<file path="config.mk">
export PLATFORM = sky130hd
export DESIGN_NAME = sine_pwm_tone_generator_top
export DESIGN_NICKNAME = d
export VERILOG_FILES = /design/src/sv/sptg_pkg.sv /design/src/sv/sine_pwm_tone_generator_top.sv /design/src/sv/sptg_period.sv /design/src/sv/sptg_voice.sv
export SDC_FILE = /design/constraint.sdc
export NUM_CORES = 1
export LEC_CHECK = 0
export BUFFER_PORTS_ARGS = -buffer_cell sky130_fd_sc_hd__buf_4
export CAP_MARGIN = 40
export CORE_MARGIN = 5
export CORE_UTILIZATION = 70
export CTS_CLUSTER_SIZE = 10
export DETAILED_ROUTE_END_ITERATION = 12
export PLACE_DENSITY_LB_ADDON = 0.05
export SLEW_MARGIN = 20
export SYNTH_ARGS = -nofsm -noshare
export SYNTH_HDL_FRONTEND = slang
export SYNTH_HIERARCHICAL = 1
export SYNTH_SLANG_ARGS = --single-unit
</file>
<file path="constraint.sdc">
create_clock -name clk -period 12.5 [get_ports clk]
set_clock_uncertainty 0.2 [all_clocks]
set_input_delay 3.125 -clock clk [delete_from_list [all_inputs] [get_ports clk]]
set_output_delay 3.125 -clock clk [all_outputs]
set_load 0.01 [all_outputs]
</file>
<file path="src/sv/sptg_pkg.sv">
// Shared constants, sine table and item types for the sine PWM tone generator.
package sptg_pkg;

    // Field widths of the stream items.
    localparam int CODE_BITS   = 16;
    localparam int LENGTH_BITS = 8;
    localparam int FIELD_BITS  = 16;

    // Packed stream widths, rounded up to whole bytes.
    localparam int IN_DATA_BITS  = 32;
    localparam int OUT_DATA_BITS = 40;

    // Counter width of the PWM timer (8 to 24 bits).
    localparam int     COUNT_BITS = 16;
    localparam longint COUNT_MASK = (longint'(1) << COUNT_BITS) - 1;

    // Number of waveform steps per cycle of the tone; a power of two from 16 to 256.
    localparam int WAVE_STEPS    = 64;
    localparam int WAVE_IDX_BITS = $clog2(WAVE_STEPS);

    // Sine table geometry: 64 entries of 7 bits, full scale 0x40.
    localparam int TABLE_DEPTH = 64;
    localparam int TABLE_BITS  = $clog2(TABLE_DEPTH);
    localparam int SAMPLE_BITS = 7;

    localparam logic [SAMPLE_BITS-1:0] WAVE_TABLE [0:TABLE_DEPTH-1] = '{
        7'h20, 7'h23, 7'h26, 7'h29, 7'h2c, 7'h2f, 7'h32, 7'h34,
        7'h37, 7'h39, 7'h3b, 7'h3c, 7'h3e, 7'h3f, 7'h3f, 7'h40,
        7'h40, 7'h40, 7'h3f, 7'h3f, 7'h3e, 7'h3c, 7'h3b, 7'h39,
        7'h37, 7'h34, 7'h32, 7'h2f, 7'h2c, 7'h29, 7'h26, 7'h23,
        7'h20, 7'h1d, 7'h1a, 7'h17, 7'h14, 7'h11, 7'h0e, 7'h0c,
        7'h09, 7'h07, 7'h05, 7'h04, 7'h02, 7'h01, 7'h01, 7'h00,
        7'h00, 7'h00, 7'h01, 7'h01, 7'h02, 7'h04, 7'h05, 7'h07,
        7'h09, 7'h0c, 7'h0e, 7'h11, 7'h14, 7'h17, 7'h1a, 7'h1d
    };

    // Period law: TOP = (22750000 - 12857 * (code - 1100)) / 10000.
    // Rewritten as (NUM_BASE - SLOPE * code) / 10000 with a positive base.
    localparam int PERIOD_BASE = 22750000;
    localparam int SLOPE       = 12857;
    localparam int CODE_OFFSET = 1100;
    localparam int SCALE       = 10000;
    localparam int NUM_BASE    = PERIOD_BASE + SLOPE * CODE_OFFSET;
    localparam int SLOPE_BITS  = $clog2(SLOPE + 1);
    localparam int PROD_BITS   = CODE_BITS + SLOPE_BITS;
    localparam int NUM_BITS    = $clog2(NUM_BASE + 1);

    // Division by 10000 is a shift by 4 and then a division by 625,
    // done as a reciprocal multiply with a single correction step.
    localparam int     PRE_SHIFT   = 4;
    localparam int     DIV_REST    = SCALE >> PRE_SHIFT;
    localparam int     X_BITS      = NUM_BITS - PRE_SHIFT;
    localparam int     RECIP_SHIFT = 32;
    localparam longint RECIP       = (longint'(1) << RECIP_SHIFT) / DIV_REST;
    localparam int     RECIP_BITS  = $clog2(RECIP + 1);
    localparam int     RPROD_BITS  = X_BITS + RECIP_BITS;
    localparam int     Q_BITS      = $clog2(((1 << X_BITS) - 1) / DIV_REST + 1);

    // Per-item control fields carried alongside the period computation.
    typedef struct packed {
        logic                   action;
        logic [LENGTH_BITS-1:0] note_length;
        logic                   centi_tick;
    } sptg_ctrl_t;

    // Item as seen by the voice stage: control fields plus the finished period.
    typedef struct packed {
        sptg_ctrl_t            ctrl;
        logic [COUNT_BITS-1:0] period;
    } sptg_note_t;

    // Result item.
    typedef struct packed {
        logic                  pwm_level;
        logic                  playing;
        logic [FIELD_BITS-1:0] period_top;
        logic [FIELD_BITS-1:0] duty_level;
    } sptg_result_t;

endpackage

</file>
<file path="src/sv/sine_pwm_tone_generator_top.sv">
// Top level of the sine PWM tone generator: stream unpacking, period pipeline and voice.
// A result item passes through period stages s1 to s4 and then the voice result register.
// Throughput: one item per cycle unless the result side stalls; the period pipeline and
// the voice state both take a new item every cycle, so the tone counter advances once
// per tick item. Back-pressure on the result side stalls the pipeline stage by stage.
// Reset (rst_n low, asynchronous) clears all valid bits and the tone state to silence.
module sine_pwm_tone_generator_top
    import sptg_pkg::*;
(
    input  logic                     clk,
    input  logic                     rst_n,
    input  logic                     s_tvalid,
    output logic                     s_tready,
    // pitch_code [15:0], note_length [23:16], centi_tick [24], zero fill above
    input  logic [IN_DATA_BITS-1:0]  s_tdata,
    // action [0]
    input  logic                     s_tuser,
    output logic                     m_tvalid,
    input  logic                     m_tready,
    // pwm_level [0], playing [1], period_top [17:2], duty_level [33:18], zero fill above
    output logic [OUT_DATA_BITS-1:0] m_tdata
);

    sptg_ctrl_t           in_ctrl;
    logic [CODE_BITS-1:0] in_code;
    logic                 note_valid;
    logic                 note_ready;
    sptg_note_t           note;
    sptg_result_t         result;

    // Unpack the input item.
    always_comb
    begin
        in_code             = s_tdata[CODE_BITS-1:0];
        in_ctrl.action      = s_tuser;
        in_ctrl.note_length = s_tdata[CODE_BITS +: LENGTH_BITS];
        in_ctrl.centi_tick  = s_tdata[CODE_BITS + LENGTH_BITS];
    end

    sptg_period u_period (
        .clk       (clk),
        .rst_n     (rst_n),
        .in_valid  (s_tvalid),
        .in_ready  (s_tready),
        .in_ctrl   (in_ctrl),
        .in_code   (in_code),
        .out_valid (note_valid),
        .out_ready (note_ready),
        .out_note  (note)
    );

    sptg_voice u_voice (
        .clk        (clk),
        .rst_n      (rst_n),
        .in_valid   (note_valid),
        .in_ready   (note_ready),
        .in_note    (note),
        .out_valid  (m_tvalid),
        .out_ready  (m_tready),
        .out_result (result)
    );

    // Pack the result item, first field lowest.
    assign m_tdata = OUT_DATA_BITS'({result.duty_level, result.period_top,
                                     result.playing, result.pwm_level});

endmodule

</file>
<file path="src/sv/sptg_period.sv">
// Pipelined conversion of a pitch code into a counter period.
module sptg_period
    import sptg_pkg::*;
(
    input  logic                 clk,
    input  logic                 rst_n,
    input  logic                 in_valid,
    output logic                 in_ready,
    input  sptg_ctrl_t           in_ctrl,
    input  logic [CODE_BITS-1:0] in_code,
    output logic                 out_valid,
    input  logic                 out_ready,
    output sptg_note_t           out_note
);

    // Stage registers.
    logic                  s1_valid_reg;
    sptg_ctrl_t            s1_ctrl_reg;
    logic [CODE_BITS-1:0]  s1_code_reg;

    logic                  s2_valid_reg;
    sptg_ctrl_t            s2_ctrl_reg;
    logic [PROD_BITS-1:0]  s2_prod_reg;
    logic [PROD_BITS-1:0]  s2_prod_next;

    logic                  s3_valid_reg;
    sptg_ctrl_t            s3_ctrl_reg;
    logic                  s3_pos_reg;
    logic                  s3_pos_next;
    logic [X_BITS-1:0]     s3_x_reg;
    logic [X_BITS-1:0]     s3_x_next;
    logic [Q_BITS-1:0]     s3_q0_reg;
    logic [Q_BITS-1:0]     s3_q0_next;

    logic                  s4_valid_reg;
    sptg_note_t            s4_note_reg;
    logic [COUNT_BITS-1:0] s4_period_next;

    logic                  s2_ready;
    logic                  s3_ready;
    logic                  s4_ready;

    logic [NUM_BITS-1:0]   num;
    logic [RPROD_BITS-1:0] recip_prod;
    logic [X_BITS-1:0]     back_prod;
    logic [X_BITS-1:0]     rem;
    logic [Q_BITS-1:0]     q_fixed;

    // Each stage moves on when it is empty or the stage after it moves.
    assign s4_ready = !s4_valid_reg || out_ready;
    assign s3_ready = !s3_valid_reg || s4_ready;
    assign s2_ready = !s2_valid_reg || s3_ready;
    assign in_ready = !s1_valid_reg || s2_ready;

    // Stage two: slope times code.
    assign s2_prod_next = PROD_BITS'(s1_code_reg) * PROD_BITS'(SLOPE);

    // Stage three: numerator, its sign and the estimated quotient by 625.
    always_comb
    begin
        num         = NUM_BITS'(PROD_BITS'(NUM_BASE) - s2_prod_reg);
        s3_pos_next = s2_prod_reg < PROD_BITS'(NUM_BASE);
        s3_x_next   = num[NUM_BITS-1:PRE_SHIFT];
        recip_prod  = RPROD_BITS'(s3_x_next) * RPROD_BITS'(RECIP);
        s3_q0_next  = recip_prod[RECIP_SHIFT +: Q_BITS];
    end

    // Stage four: correct the estimate by one and clamp to the counter range.
    always_comb
    begin
        back_prod = X_BITS'(s3_q0_reg) * X_BITS'(DIV_REST);
        rem       = s3_x_reg - back_prod;
        q_fixed   = (rem >= X_BITS'(DIV_REST)) ? s3_q0_reg + Q_BITS'(1) : s3_q0_reg;
        if (!s3_pos_reg)
        begin
            s4_period_next = '0;
        end
        else if (64'(q_fixed) > 64'(COUNT_MASK))
        begin
            s4_period_next = COUNT_BITS'(COUNT_MASK);
        end
        else
        begin
            s4_period_next = COUNT_BITS'(q_fixed);
        end
    end

    // Valid bits of the pipeline.
    always_ff @(posedge clk or negedge rst_n)
    begin
        if (!rst_n)
        begin
            s1_valid_reg <= 1'b0;
            s2_valid_reg <= 1'b0;
            s3_valid_reg <= 1'b0;
            s4_valid_reg <= 1'b0;
        end
        else
        begin
            if (in_ready)
            begin
                s1_valid_reg <= in_valid;
            end
            if (s2_ready)
            begin
                s2_valid_reg <= s1_valid_reg;
            end
            if (s3_ready)
            begin
                s3_valid_reg <= s2_valid_reg;
            end
            if (s4_ready)
            begin
                s4_valid_reg <= s3_valid_reg;
            end
        end
    end

    // Payload of the pipeline.
    always_ff @(posedge clk)
    begin
        if (in_ready && in_valid)
        begin
            s1_ctrl_reg <= in_ctrl;
            s1_code_reg <= in_code;
        end
        if (s2_ready && s1_valid_reg)
        begin
            s2_ctrl_reg <= s1_ctrl_reg;
            s2_prod_reg <= s2_prod_next;
        end
        if (s3_ready && s2_valid_reg)
        begin
            s3_ctrl_reg <= s2_ctrl_reg;
            s3_pos_reg  <= s3_pos_next;
            s3_x_reg    <= s3_x_next;
            s3_q0_reg   <= s3_q0_next;
        end
        if (s4_ready && s3_valid_reg)
        begin
            s4_note_reg.ctrl   <= s3_ctrl_reg;
            s4_note_reg.period <= s4_period_next;
        end
    end

    assign out_valid = s4_valid_reg;
    assign out_note  = s4_note_reg;

endmodule

</file>
<file path="src/sv/sptg_voice.sv">
// Tone state: PWM counter, sine duty update, note timing and result register.
module sptg_voice
    import sptg_pkg::*;
(
    input  logic         clk,
    input  logic         rst_n,
    input  logic         in_valid,
    output logic         in_ready,
    input  sptg_note_t   in_note,
    output logic         out_valid,
    input  logic         out_ready,
    output sptg_result_t out_result
);

    logic [COUNT_BITS-1:0]  tick_count_reg;
    logic [COUNT_BITS-1:0]  tick_count_next;
    logic [COUNT_BITS-1:0]  top_value_reg;
    logic [COUNT_BITS-1:0]  top_value_next;
    logic [COUNT_BITS-1:0]  duty_value_reg;
    logic [COUNT_BITS-1:0]  duty_value_next;
    logic [WAVE_IDX_BITS-1:0] wave_index_reg;
    logic [WAVE_IDX_BITS-1:0] wave_index_next;
    logic [LENGTH_BITS-1:0] elapsed_reg;
    logic [LENGTH_BITS-1:0] elapsed_next;
    logic [LENGTH_BITS-1:0] length_reg;
    logic [LENGTH_BITS-1:0] length_next;
    logic                   busy_reg;
    logic                   busy_next;
    logic                   res_valid_reg;
    sptg_result_t           result_reg;
    sptg_result_t           result_next;

    logic                   accept;
    logic                   wrap;
    logic [COUNT_BITS-1:0]  tick_inc;
    logic [WAVE_IDX_BITS+TABLE_BITS-1:0] scaled_index;
    logic [TABLE_BITS-1:0]  table_index;
    logic [SAMPLE_BITS-1:0] sample;
    logic [SAMPLE_BITS+COUNT_BITS-1:0] duty_prod;
    logic [COUNT_BITS-1:0]  duty_wrap;
    logic [LENGTH_BITS-1:0] elapsed_inc;
    logic                   pwm_next;

    // The result register frees up as soon as its item is taken.
    assign in_ready = !res_valid_reg || out_ready;
    assign accept   = in_valid && in_ready;

    // Wrap detection and the sine-scaled duty for the next period.
    always_comb
    begin
        wrap         = tick_count_reg >= top_value_reg;
        tick_inc     = tick_count_reg + COUNT_BITS'(1);
        scaled_index = {wave_index_reg, TABLE_BITS'(0)};
        table_index  = scaled_index[WAVE_IDX_BITS +: TABLE_BITS];
        sample       = WAVE_TABLE[table_index];
        duty_prod    = (SAMPLE_BITS + COUNT_BITS)'(sample)
                     * (SAMPLE_BITS + COUNT_BITS)'(top_value_reg);
        duty_wrap    = COUNT_BITS'(duty_prod >> TABLE_BITS);
        elapsed_inc  = (elapsed_reg < length_reg) ? elapsed_reg + LENGTH_BITS'(1)
                                                  : elapsed_reg;
    end

    // Next state for one item.
    always_comb
    begin
        tick_count_next = tick_count_reg;
        top_value_next  = top_value_reg;
        duty_value_next = duty_value_reg;
        wave_index_next = wave_index_reg;
        elapsed_next    = elapsed_reg;
        length_next     = length_reg;
        busy_next       = busy_reg;
        pwm_next        = tick_count_reg >= duty_value_reg;

        if (in_note.ctrl.action)
        begin
            // A note replaces period and length; elapsed time carries on.
            top_value_next = in_note.period;
            length_next    = in_note.ctrl.note_length;
            busy_next      = 1'b1;
        end
        else
        begin
            if (wrap)
            begin
                tick_count_next = '0;
                duty_value_next = duty_wrap;
                wave_index_next = wave_index_reg + WAVE_IDX_BITS'(1);
                pwm_next        = (duty_wrap == '0);
            end
            else
            begin
                tick_count_next = tick_inc;
                pwm_next        = tick_inc >= duty_value_reg;
            end

            // Note timing runs after the counter update of the same tick.
            if (in_note.ctrl.centi_tick && busy_reg)
            begin
                elapsed_next = elapsed_inc;
                if (elapsed_inc >= length_reg)
                begin
                    top_value_next = '0;
                    elapsed_next   = '0;
                    busy_next      = 1'b0;
                end
            end
        end

        result_next.pwm_level  = pwm_next;
        result_next.playing    = busy_next;
        result_next.period_top = FIELD_BITS'(top_value_next);
        result_next.duty_level = FIELD_BITS'(duty_value_next);
    end

    // Tone state and result valid.
    always_ff @(posedge clk or negedge rst_n)
    begin
        if (!rst_n)
        begin
            tick_count_reg <= '0;
            top_value_reg  <= '0;
            duty_value_reg <= '0;
            wave_index_reg <= '0;
            elapsed_reg    <= '0;
            length_reg     <= '0;
            busy_reg       <= 1'b0;
            res_valid_reg  <= 1'b0;
        end
        else
        begin
            if (accept)
            begin
                tick_count_reg <= tick_count_next;
                top_value_reg  <= top_value_next;
                duty_value_reg <= duty_value_next;
                wave_index_reg <= wave_index_next;
                elapsed_reg    <= elapsed_next;
                length_reg     <= length_next;
                busy_reg       <= busy_next;
            end
            if (in_ready)
            begin
                res_valid_reg <= in_valid;
            end
        end
    end

    // Result payload.
    always_ff @(posedge clk)
    begin
        if (accept)
        begin
            result_reg <= result_next;
        end
    end

    assign out_valid  = res_valid_reg;
    assign out_result = result_reg;

    // A note only ends on a tick item that closes a 10 ms interval.
    assert property (@(posedge clk) disable iff (!rst_n)
        $fell(busy_reg) |-> $past(accept && !in_note.ctrl.action && in_note.ctrl.centi_tick))
        else $error("note ended without a 10 ms tick");

    // The end of a note silences the counter.
    assert property (@(posedge clk) disable iff (!rst_n)
        $fell(busy_reg) |-> top_value_reg == '0)
        else $error("period not cleared at end of note");

    // With a silent period every tick wraps, so the counter stays at zero.
    assert property (@(posedge clk) disable iff (!rst_n)
        accept && !in_note.ctrl.action && top_value_reg == '0 |=> tick_count_reg == '0)
        else $error("counter ran with a silent period");

    // Every accepted item leaves a result that reports the updated note state.
    assert property (@(posedge clk) disable iff (!rst_n)
        accept |=> res_valid_reg && result_reg.playing == busy_reg)
        else $error("result does not match note state");

endmodule

</file>
## After elaboration in Yosys (flattened, before gate mapping)

Memories as Yosys holds them, arrays and structs flattened.
Index checks and enable logic that the tools add are counted.

| storage, ports and cells | value |
|---|---|
| bits in registers | 248 |
| memory bits (read-only) | 448 |
| input bits | 37 |
| output and inout port bits | 42 |
| word-level logic and storage cells | 93 |
| memories | 1 |

| operators by class | value |
|---|---|
| $add $sub $neg | 6 |
| $mul | 4 |
| order comparisons | 8 |
| multiplexer cells | 16 |
| bitwise gates (word level) | 2 |
| reductions and logical operators | 21 |

Memory list:

| memory | words | bits a word | read ports | clocked after memory_dff | wr ports | RTL line | text |
|---|---|---|---|---|---|---|---|
| (name not given) | 64 | 7 | 1 | 0 | 0 | sptg_voice.sv:55 | `sample = WAVE_TABLE[table_index];` |

Operators by type and width:

| kind | count |
|---|---|
| two-way mux 16 bit | 6 |
| >= comparator 16 bit | 3 |
| multiplier 22 x 23 -> 45 bit (second input constant) | 1 |
| less-than comparator 30 x 26 -> 1 bit (second input constant) | 1 |
| multiplier 16 x 14 -> 30 bit (second input constant) | 1 |
| subtractor 26 bit (first input constant) | 1 |
| >= comparator 22 x 10 -> 1 bit (second input constant) | 1 |
| multiplier 13 x 10 -> 22 bit (second input constant) | 1 |
| multiplier 7 x 16 -> 22 bit | 1 |
| subtractor 22 bit | 1 |
| adder 16 x 1 -> 16 bit (second input constant) | 1 |
| logical NOT 16 bit | 1 |
| two-way mux 8 bit | 2 |
| two-way mux 7 bit | 2 |
| adder 13 x 1 -> 13 bit (second input constant) | 1 |
| two-way mux 13 bit | 1 |
| adder 8 x 1 -> 8 bit (second input constant) | 1 |
| >= comparator 8 bit | 1 |
| less-than comparator 8 bit | 1 |
| >= comparator 7 bit (second input constant) | 1 |
| NOT 6 -> 7 bit | 1 |
| adder 6 x 1 -> 6 bit (second input constant) | 1 |
| logical AND 1 bit | 6 |
| AND reduction 3 bit | 2 |
| 5 further kinds | 18 |

## Longest topological paths before layout

Gate-level depths: netlist of the first run.

| logic depth | value |
|---|---|
| depth after elaboration | 8 |
| depth in mapped cells | 32 |
| mapped depth without buffers | 32 |

## Cells and area by module

Netlist of the first run, hierarchy kept.

Modules (own cells, without submodules):

| module | times used | cells an instance | area each (µm²) | seq. area each (µm²) |
|---|---|---|---|---|
| sptg_period | 1 | 1,920 | 20,508.4 | 4,154.0 |
| sptg_voice | 1 | 1,092 | 10,271.1 | 2,822.7 |
| sine_pwm_tone_generator_top | 1 | 7 | 48.8 | 0.0 |

## Worst setup path before layout of the first run

OpenSTA, ideal clock, no wires.

| path | value |
|---|---|
| path type | register -> register |
| from | register u_period.s2_prod_reg[1] |
| to | register u_period.s3_q0_reg[9], data pin |
| setup time | 258 ps |
| arrival time | 7,341 ps |
| data required time | 12,042 ps |
| path slack | 4,701 ps |
| stages on the path, launching flop included | 32 |
| path buffers | 0 |
| clock period less this slack | 7,799 ps |
| cells stage by stage | edfxtp_1 -> o2111ai_1 -> nor2b_1 -> nor2b_1 -> nor2b_1 -> nor2b_1 -> nor2b_1 -> nand2b_1 -> nand2_1 -> and2_1 -> ha_1 -> inv_1 -> fa_1 -> fa_1 -> inv_1 -> fa_1 -> inv_1 -> fa_1 -> inv_1 -> fa_1 -> fa_1 -> ha_1 -> a21o_1 -> a21o_1 -> a21oi_1 -> or2_2 -> a41o_1 -> a31oi_1 -> nor3_1 -> o21ai_0 -> a31oi_1 -> xnor2_1 |

| on the way | value |
|---|---|
| longest elaborated chain between the ends | 2 |

Ends and longest elaborated chain:

| what | RTL line | text |
|---|---|---|
| start: declaration | sptg_period.sv:23 | `logic [PROD_BITS-1:0] s2_prod_reg;` |
| start signal: assignment | sptg_period.sv:130 | `s2_prod_reg <= s2_prod_next;` |
| subtractor 26 bit | sptg_period.sv:61 | `num = NUM_BITS'(PROD_BITS'(NUM_BASE) - s2_prod_reg);` |
| net u_period.num[11] | sptg_period.sv:43 | `logic [NUM_BITS-1:0] num;` |
| multiplier 22 x 23 -> 45 bit | sptg_period.sv:64 | `recip_prod = RPROD_BITS'(s3_x_next) * RPROD_BITS'(RECIP);` |
| net u_period.recip_prod[41] | sptg_period.sv:44 | `logic [RPROD_BITS-1:0] recip_prod;` |
| end signal: assignment | sptg_period.sv:137 | `s3_q0_reg <= s3_q0_next;` |
| end: declaration | sptg_period.sv:32 | `logic [Q_BITS-1:0] s3_q0_reg;` |

The timed path passes the listed nets, and every way through them passes these cells.
A chain may end at the register's enable or synchronous reset.

## Worst setup path in the final report of the first run

| path | value |
|---|---|
| from | register u_period.s2_prod_reg[1] |
| to | register u_period.s3_q0_reg[8], data pin |

Same word-level chain as after synthesis.

==> impl_summary.log, run 1 <==
[metrics] Hold Path Class: flip-flop to flip-flop
[metrics] number of setup violations in the final report: 0
[metrics] Synth warnings: 6
[metrics] Total Wirelength: 72.8 mm
[metrics] most frequent cells after synthesis: inv_1, ha_1, fa_1
[metrics] arrival time of data at the critical path endpoint: roughly 9.6 ns
[metrics] sequential share of the synthesized area: 22.6%
[metrics] Overflow after GRT: 0
[metrics] violation count after the first detailed-route iteration: roughly 1,600
[metrics] share of synthesized cell area in full adder, half adder and majority cells: between 40 and 50%
[metrics] Vert. Die Dim: 220 um
[metrics] overall track demand over capacity in global routing: slightly above 30%
[metrics] effective utilization at floorplan: 71.1%
[metrics] number of different library cells in the post-synthesis netlist: 86
[metrics] maximum clock path buffer count: 3
[metrics] cell type with the largest total area after synthesis: fa_1
[metrics] number of remaining DRC errors: 0
[metrics] setup bufs post-CTS: 0
[metrics] Post-CTS Resized: 0
[metrics] global-route track usage on met2: 52.5%
[metrics] final hold viol count: 0
[metrics] I/O pins: about 80
[metrics] via count of the first global-routing pass: ~23,000
[metrics] share of cells above drive strength 1: ~6.0%
[metrics] Final GP Congestion: 0.949
[metrics] cell at the root of the clock tree: clkbuf_16
[metrics] Die Span X: approximately 220 um
[metrics] pin count of the biggest net entering global routing: just under 60
[metrics] flip-flop count of the largest register, all copies and words added: 34
[metrics] top flip-flop cell by instance count after synthesis: edfxtp_1
[metrics] number of buffers created by CTS: 30
[metrics] Port Buf Inserts: 65
[metrics] max-capacitance violation count: 0
[metrics] Period minus WS final: around 9.5 ns
[metrics] number of levels the H-tree was split into: 1
[metrics] final-stage net count: ~4,000
[metrics] Mapped Area: 30,800 um2
[metrics] number of enable-type register cells in the synthesized netlist: 169
[metrics] Crit Path Max Fanout: 6
[metrics] final routed wire length divided by cell count: roughly 20 um
[metrics] met1 global-route usage: a little over two fifths
[metrics] fin crit share: around three quarters
[metrics] share of Yosys cell area claimed by the top area cell type: 23.1%
[metrics] path type of the worst setup path: flip-flop to flip-flop
[metrics] async set or reset register ratio after synthesis: between 30% and 40%
[metrics] critical path capture point type: flip-flop
[metrics] count leader, synth: inv_1
[metrics] count of TritonRoute iterations in the first routing pass: 6
[metrics] worst setup timing slack at the placement stage: between 3 and 4 ns
[metrics] hpwl dp: ~60 mm
[metrics] max frequency: ~110 MHz
[metrics] minimum setup slack in the final design: 3.02 ns
[metrics] complex-gate fraction of the synthesized area: a little under a tenth
[metrics] number of clock sinks: around 250
[metrics] share of cell area taken by muxes after synthesis: under 10%
[metrics] setup repair after global routing missed its margin: no
[metrics] syn avg cell area: around 10 um2
[metrics] worst-case headroom to the max-slew limit: between 30% and 40%
[metrics] post-synthesis sequential element count: around 250
[metrics] actual slew at the worst max-slew pin: 0.965 ns
[metrics] standard-cell rows: 76
[metrics] total of hold buffers inserted after clock tree synthesis: 0
[metrics] setup tns final: 0 ns
[metrics] first-pass GRT wire length: 119 mm
[metrics] number of instances in the synthesized netlist: about 3,000
[metrics] number of nets with antenna violations after detailed routing: 0
[metrics] cell types with the largest area share after synthesis: fa_1, ha_1, edfxtp_1
[metrics] met3 Use GR: 4.89%
[metrics] Via Count: roughly 22,000
[metrics] synthesized-area fraction occupied by and/or/nand/nor cells: approximately 9.7%
[metrics] Synth Area in XOR/XNOR: around 3.4%
[metrics] total count of max-transition violations in the final report: 0
[metrics] clock-pin slew on the worst setup and hold paths: 0.06 ns
[metrics] kind of start point of the critical path: flip-flop
[metrics] required time at the endpoint of the critical path: approximately 13 ns
[metrics] Most Crowded Layer GR: met2
[metrics] P&R area growth vs syn: 6.96%
[metrics] antenna violations before repair: 1
[metrics] main combinational cell family by area after synthesis: adder cells
[metrics] clock latency of the later-clocked register in the worst-skew pair: between 0.5 and 0.6 ns
[metrics] outcome: finished clean
[metrics] TritonCTS clock tree: yes
[metrics] total core area: between 40,000 and 50,000 um2
[metrics] die area: approximately 48,000 um2
[metrics] vias per inst: between 5 and 6
## placed cells by master, fill, tap and decap left out, types with 21 or more instances in the layout
master     synthesis  layout
nand4_1           21      21
dfrtp_1           76      76
a211oi_1          22      22
xor2_1            37      37
a21o_1            38      38
edfxtp_1         169     169
a21oi_1           97      97
inv_1            667     666
buf_4              9      88
ha_1             530     530
nand3_1           32      32
nor2_1            94      94
fa_1             356     356
a22o_1            21      21
clkbuf_16          0      31
and3_1            21      21
nor2b_1           27      26
nand2_1          167     167
xnor2_1           84      84
and2_1            79      77
o211ai_1          24      24
nor3_1            29      29
o21ai_0          103     103
nand2b_1          35      35
## kinds of logic (layout without fill, tap and decap cells)
logic type,count (synthesis),after routing
AOI/OAI and AO/OA,435,435
other,2,10
muxes,30,30
xor gates and xnor gates,121,121
adders and majority gates,886,886
buffers and inverters,723,816
DFF,245,245
and+or+nand+nor,577,577
## worst paths after layout
check | start | to | slack, ns | depth (start not counted)
worst max-delay path | u_period/s2_prod_reg[1] | u_period/s3_q0_reg[8] | 3.02 | 26
worst min-delay path | u_period/s2_ctrl_reg[0] | u_period/s3_ctrl_reg[0] | 0.21 | 0
worst max register to register | u_period/s2_prod_reg[1] | u_period/s3_q0_reg[8] | 3.02 | 26
worst min register to register | u_period/s2_ctrl_reg[0] | u_period/s3_ctrl_reg[0] | 0.21 | 0
max in group asynchronous | rst_n | u_voice/elapsed_reg[1] | 8.74 | 2
min in group asynchronous | rst_n | u_voice/top_value_reg[4] | 2.34 | 1
## metrics by stage
step	hold slack (ns)	util, %	instance area [um2]	instances
after detailed placement	0.205	73.9	32000	3647
final	0.212	76.0	33000	3705
after global routing	0.223	76.0	33000	3704
after CTS	0.214	76.0	32900	3701
after floorplan	0.200	-	30900	3026
after global placement	0.201	73.7	31900	3636
## worst max-delay path, cell delays in order (launching register included)
cell,delay (ns)
edfxtp_1,0.39
o2111ai_1,0.52
a31oi_1,0.28
o21ai_2,0.28
a21oi_1,0.15
or3_1,0.44
xnor2_1,0.75
inv_1,0.11
ha_1,0.41
nor3b_2,0.35
nor2_1,0.11
fa_1,0.52
inv_1,0.06
fa_1,0.53
fa_1,0.57
fa_1,0.54
fa_1,0.51
ha_1,0.31
nand4_1,0.16
nor2_1,0.25
o211ai_1,0.17
a41o_1,0.38
a31oi_1,0.35
nor3_1,0.08
o21ai_0,0.48
a21oi_1,0.18
xnor2_1,0.16
## cell type report
class | instances | area, um2
Clock buffer | 49 | 843
Sequential cell | 245 | 6980
Inverter | 668 | 2510
Multi-Input combinational cell | 2058 | 21100
Timing Repair Buffer | 94 | 737
Fill cell | 3030 | 10400
Antenna cell | 1 | 2.50
Tap cell | 585 | 732
Clock inverter | 5 | 52.6
## metal layers
layer | up-vias | routed length [um]
met5 | - | 0
met4 | 0 | 2420
met3 | 180 | 4870
met2 | 807 | 35500
met1 | 10800 | 30000
li1 | 10100 | -
Power of run 1 is not shown: default switching activity piles up to over one toggle a cycle in this logic, so the estimate is an artifact.
==> inputs of run 2 (changes only) <==
--- a/config.mk
+++ b/config.mk
@@ -8,7 +8,7 @@
 export BUFFER_PORTS_ARGS = -buffer_cell sky130_fd_sc_hd__buf_4
 export CAP_MARGIN = 40
 export CORE_MARGIN = 5
-export CORE_UTILIZATION = 70
+export CORE_UTILIZATION = 59
 export CTS_CLUSTER_SIZE = 10
 export DETAILED_ROUTE_END_ITERATION = 12
 export PLACE_DENSITY_LB_ADDON = 0.05
==> constraint.sdc (replaced) <==
create_clock -name clk -period 8.2 [get_ports clk]
set_clock_uncertainty 0.2 [all_clocks]
set_input_delay 2.05 -clock clk [delete_from_list [all_inputs] [get_ports clk]]
set_output_delay 2.05 -clock clk [all_outputs]
set_load 0.01 [all_outputs]
==> impl_summary.log, run 2 (synthesized netlist as in run 1, its figures left out) <==
[metrics] P&R area growth vs syn: 12.0% (was 6.96%)
[metrics] total count of max-transition violations in the final report: 0 (unchanged)
[metrics] capturing point of the worst reg2reg path: u_period/s3_q0_reg[9] (was u_period/s3_q0_reg[8])
[metrics] total of hold buffers inserted after clock tree synthesis: 0 (unchanged)
[metrics] worst hold margin: 0.211 ns (was 0.212 ns)
[metrics] launching point of the worst reg2reg path: u_period/s2_prod_reg[1] (unchanged)
[metrics] count of TritonRoute iterations in the first routing pass: 5 (was 6)
[metrics] Via Count: 21,600 (was 21,900)
[metrics] first-pass GRT wire length: 121 mm (was 119 mm)
[metrics] cell count of the worst hold path: 0 (unchanged)
[metrics] number of setup violations in the final report: 0 (unchanged)
[metrics] leading cell types in the layout, fill and taps excluded: inv_1, ha_1, fa_1 (unchanged)
[metrics] number of nets with antenna violations after detailed routing: 0 (unchanged)
[metrics] Port Buf Inserts: 65 (unchanged)
[metrics] share of cells above drive strength 1: 12.1% (was 5.96%)
[metrics] TritonCTS clock tree: yes (unchanged)
[metrics] die area: 56,900 um2 (was 48,300 um2)
[metrics] count of non-filler cells in the finished layout: 3,923 (was 3,705)
[metrics] final hold viol count: 0 (unchanged)
[metrics] violation count after the first detailed-route iteration: 1,214 (was 1,617)
[metrics] antenna violations before repair: 0 (was 1)
[metrics] worst-case headroom to the max-slew limit: 41.4% (was 35.2%)
[metrics] number of remaining DRC errors: 0 (unchanged)
[metrics] most prevalent standard cell on the critical path: fa_1 (unchanged)
[metrics] via count of the first global-routing pass: 22,600 (was 23,100)
[metrics] vias per inst: 5.51 (was 5.91)
[metrics] path type of the worst setup path: flip-flop to flip-flop (unchanged)
[metrics] Storage cell area: 6980 um2 (unchanged)
[metrics] Largest delay share family, worst path: adder cells (unchanged)
[metrics] Inst Count DP: 3,850 (was 3,647)
[metrics] cell at the root of the clock tree: clkbuf_16 (unchanged)
[metrics] setup tns final: 0 ns (unchanged)
[metrics] number of levels the H-tree was split into: 1 (unchanged)
[metrics] Crit Path Max Fanout: 4 (was 6)
[metrics] setup repair after global routing missed its margin: yes (was no)
[metrics] fillcell total: 4,107 (was 3,030)
[metrics] maximum clock path buffer count: 3 (unchanged)
[metrics] total core area: 51,500 um2 (was 43,400 um2)
[metrics] Period minus WS final: 8.00 ns (was 9.48 ns)
[metrics] fin crit share: 97.6% (was 75.8%)
[metrics] depth of the most critical reg-to-reg path: 35 (was 26)
[metrics] Die Span X: 239 um (was 220 um)
[metrics] diodes inserted: 0 (was 1)
[metrics] clock latency of the later-clocked register in the worst-skew pair: 0.58 ns (was 0.57 ns)
[metrics] multi-input gate area in the final layout: 21,600 um2 (was 21,100 um2)
[metrics] Post-DP Area: 33,000 um2 (was 32,000 um2)
[metrics] number of clock sinks: 245 (unchanged)
[metrics] required time at the endpoint of the critical path: 8.33 ns (was 12.61 ns)
[metrics] final-stage net count: 4,142 (was 4,020)
[metrics] max frequency: 125 MHz (was 105 MHz)
[metrics] outcome: finished clean (unchanged)
[metrics] kind of start point of the critical path: flip-flop (unchanged)
[metrics] final std cell area, no fill: 34,500 um2 (was 33,000 um2)
[metrics] endpoint of the worst hold path: u_period/out_note[17] (was u_period/s3_ctrl_reg[0])
[metrics] effective utilization at floorplan: 59.8% (was 71.1%)
[metrics] Total Wirelength: 74.2 mm (was 72.8 mm)
[metrics] Overflow after GRT: 0 (unchanged)
[metrics] standard-cell rows: 83 (was 76)
[metrics] Worst Hold Launch: u_period/s3_ctrl_reg[1] (was u_period/s2_ctrl_reg[0])
[metrics] flip-flop count of the largest register, all copies and words added: 34 (unchanged)
[metrics] max-capacitance violation count: 0 (unchanged)
[metrics] delay of the slowest cell on the worst path: 0.57 ns (was 0.75 ns)
[metrics] final routed wire length divided by cell count: 18.9 um (was 19.7 um)
[metrics] clock-pin slew on the worst setup and hold paths: 0.06 ns (about the same)
[metrics] arrival time of data at the critical path endpoint: 8.13 ns (was 9.59 ns)
[metrics] pin count of the biggest net entering global routing: 61 (was 58)
[metrics] Final GP Congestion: 0.954 (was 0.949)
[metrics] Vert. Die Dim: 239 um (was 220 um)
[metrics] critical path capture point type: flip-flop (unchanged)
[metrics] most common library cell in the layout ignoring fill and taps: inv_1 (unchanged)
[metrics] Hold Path Class: flip-flop to flip-flop (unchanged)
[metrics] actual slew at the worst max-slew pin: 0.872 ns (was 0.965 ns)
[metrics] I/O pins: 79 (unchanged)
[metrics] overall track demand over capacity in global routing: 26.4% (was 31.1%)
[metrics] Reg2Reg Setup Slack: 0.20 ns (was 3.02 ns)
[metrics] critical-path cell with the highest stage delay: fa_1 (was xnor2_1)
[metrics] number of buffers and inverters on the critical path: 9 (was 2)
[metrics] number of buffers created by CTS: 30 (unchanged)
[metrics] hpwl dp: 62.5 mm (was 59.9 mm)
run 2: cell types whose count changed in the layout (fill, tap and decap cells not counted), sizes merged:
cell / before / now
buf: 94 / 215
clkbuf: 49 / 51
clkinv: 4 / 7
inv: 668 / 667
diode: 1 / 0
bufinv: 1 / 0
run 2: worst register-to-register path: cells and delay by family, from the launching register on:
kind	cells	cell delay, ns
AOI/OAI and AO/OA	6	1.10
and+or+nand+nor	11	1.68
DFF	1	0.44
adders and majority gates	8	3.49
buffers and inverters	9	0.73
xor gates and xnor gates	1	0.14
run 2: worst max path at each step:
| stage | start | to | slack, ns | cells after the start |
|---|---|---|---|---|
| global route | u_period/s2_prod_reg[7] | u_period/s3_q0_reg[6] | -0.11 | 28 |
| CTS | u_period/s2_prod_reg[0] | u_period/s3_q0_reg[6] | 0.001 | 34 |
| global placement | u_period/s2_prod_reg[1] | u_period/s3_q0_reg[9] | -0.25 | 33 |
| finish | u_period/s2_prod_reg[1] | u_period/s3_q0_reg[9] | 0.20 | 35 |
| detailed placement | u_period/s2_prod_reg[1] | u_period/s3_q0_reg[9] | -0.32 | 33 |
| floorplan | u_period/s2_prod_reg[1] | u_period/s3_q0_reg[9] | 0.40 | 31 |
run 2: area by class of cell:
type / instances / area share [%]
timing repair buffer: 216 / 4.91
inverter: 668 / 7.26
tap: 680 / 2.46
multi-input combinational: 2058 / 62.5
clock inverter: 6 / 0.112
sequential: 245 / 20.2
clock buffer: 50 / 2.51
run 2: per-stage QoR:
stage               setup WS [ns]  utilization [%]
finish                      0.200             67.0
global route               -0.106             67.0
CTS                       0.00113             65.8
detailed placement         -0.323             64.0
global placement           -0.247             63.9
floorplan                   0.401                -
run 2: timing repair:
action | CTS | global route
gates resized for setup | 7 | 98
endpoints found under the setup margin | 12 | 14
buffers inserted | 0 | 15
pin swaps | 3 | 62
run 2: per-layer routing:
layer / vias up / global-route usage [%] / routed length [um]
met1: 10700 / 38.2 / 33600
met5: - / 0 / 0
met2: 432 / 44.3 / 36000
met4: 0 / 4.66 / 1560
li1: 10400 / - / -
met3: 94 / 2.68 / 3070
Power of run 2 is left out for the same reason.
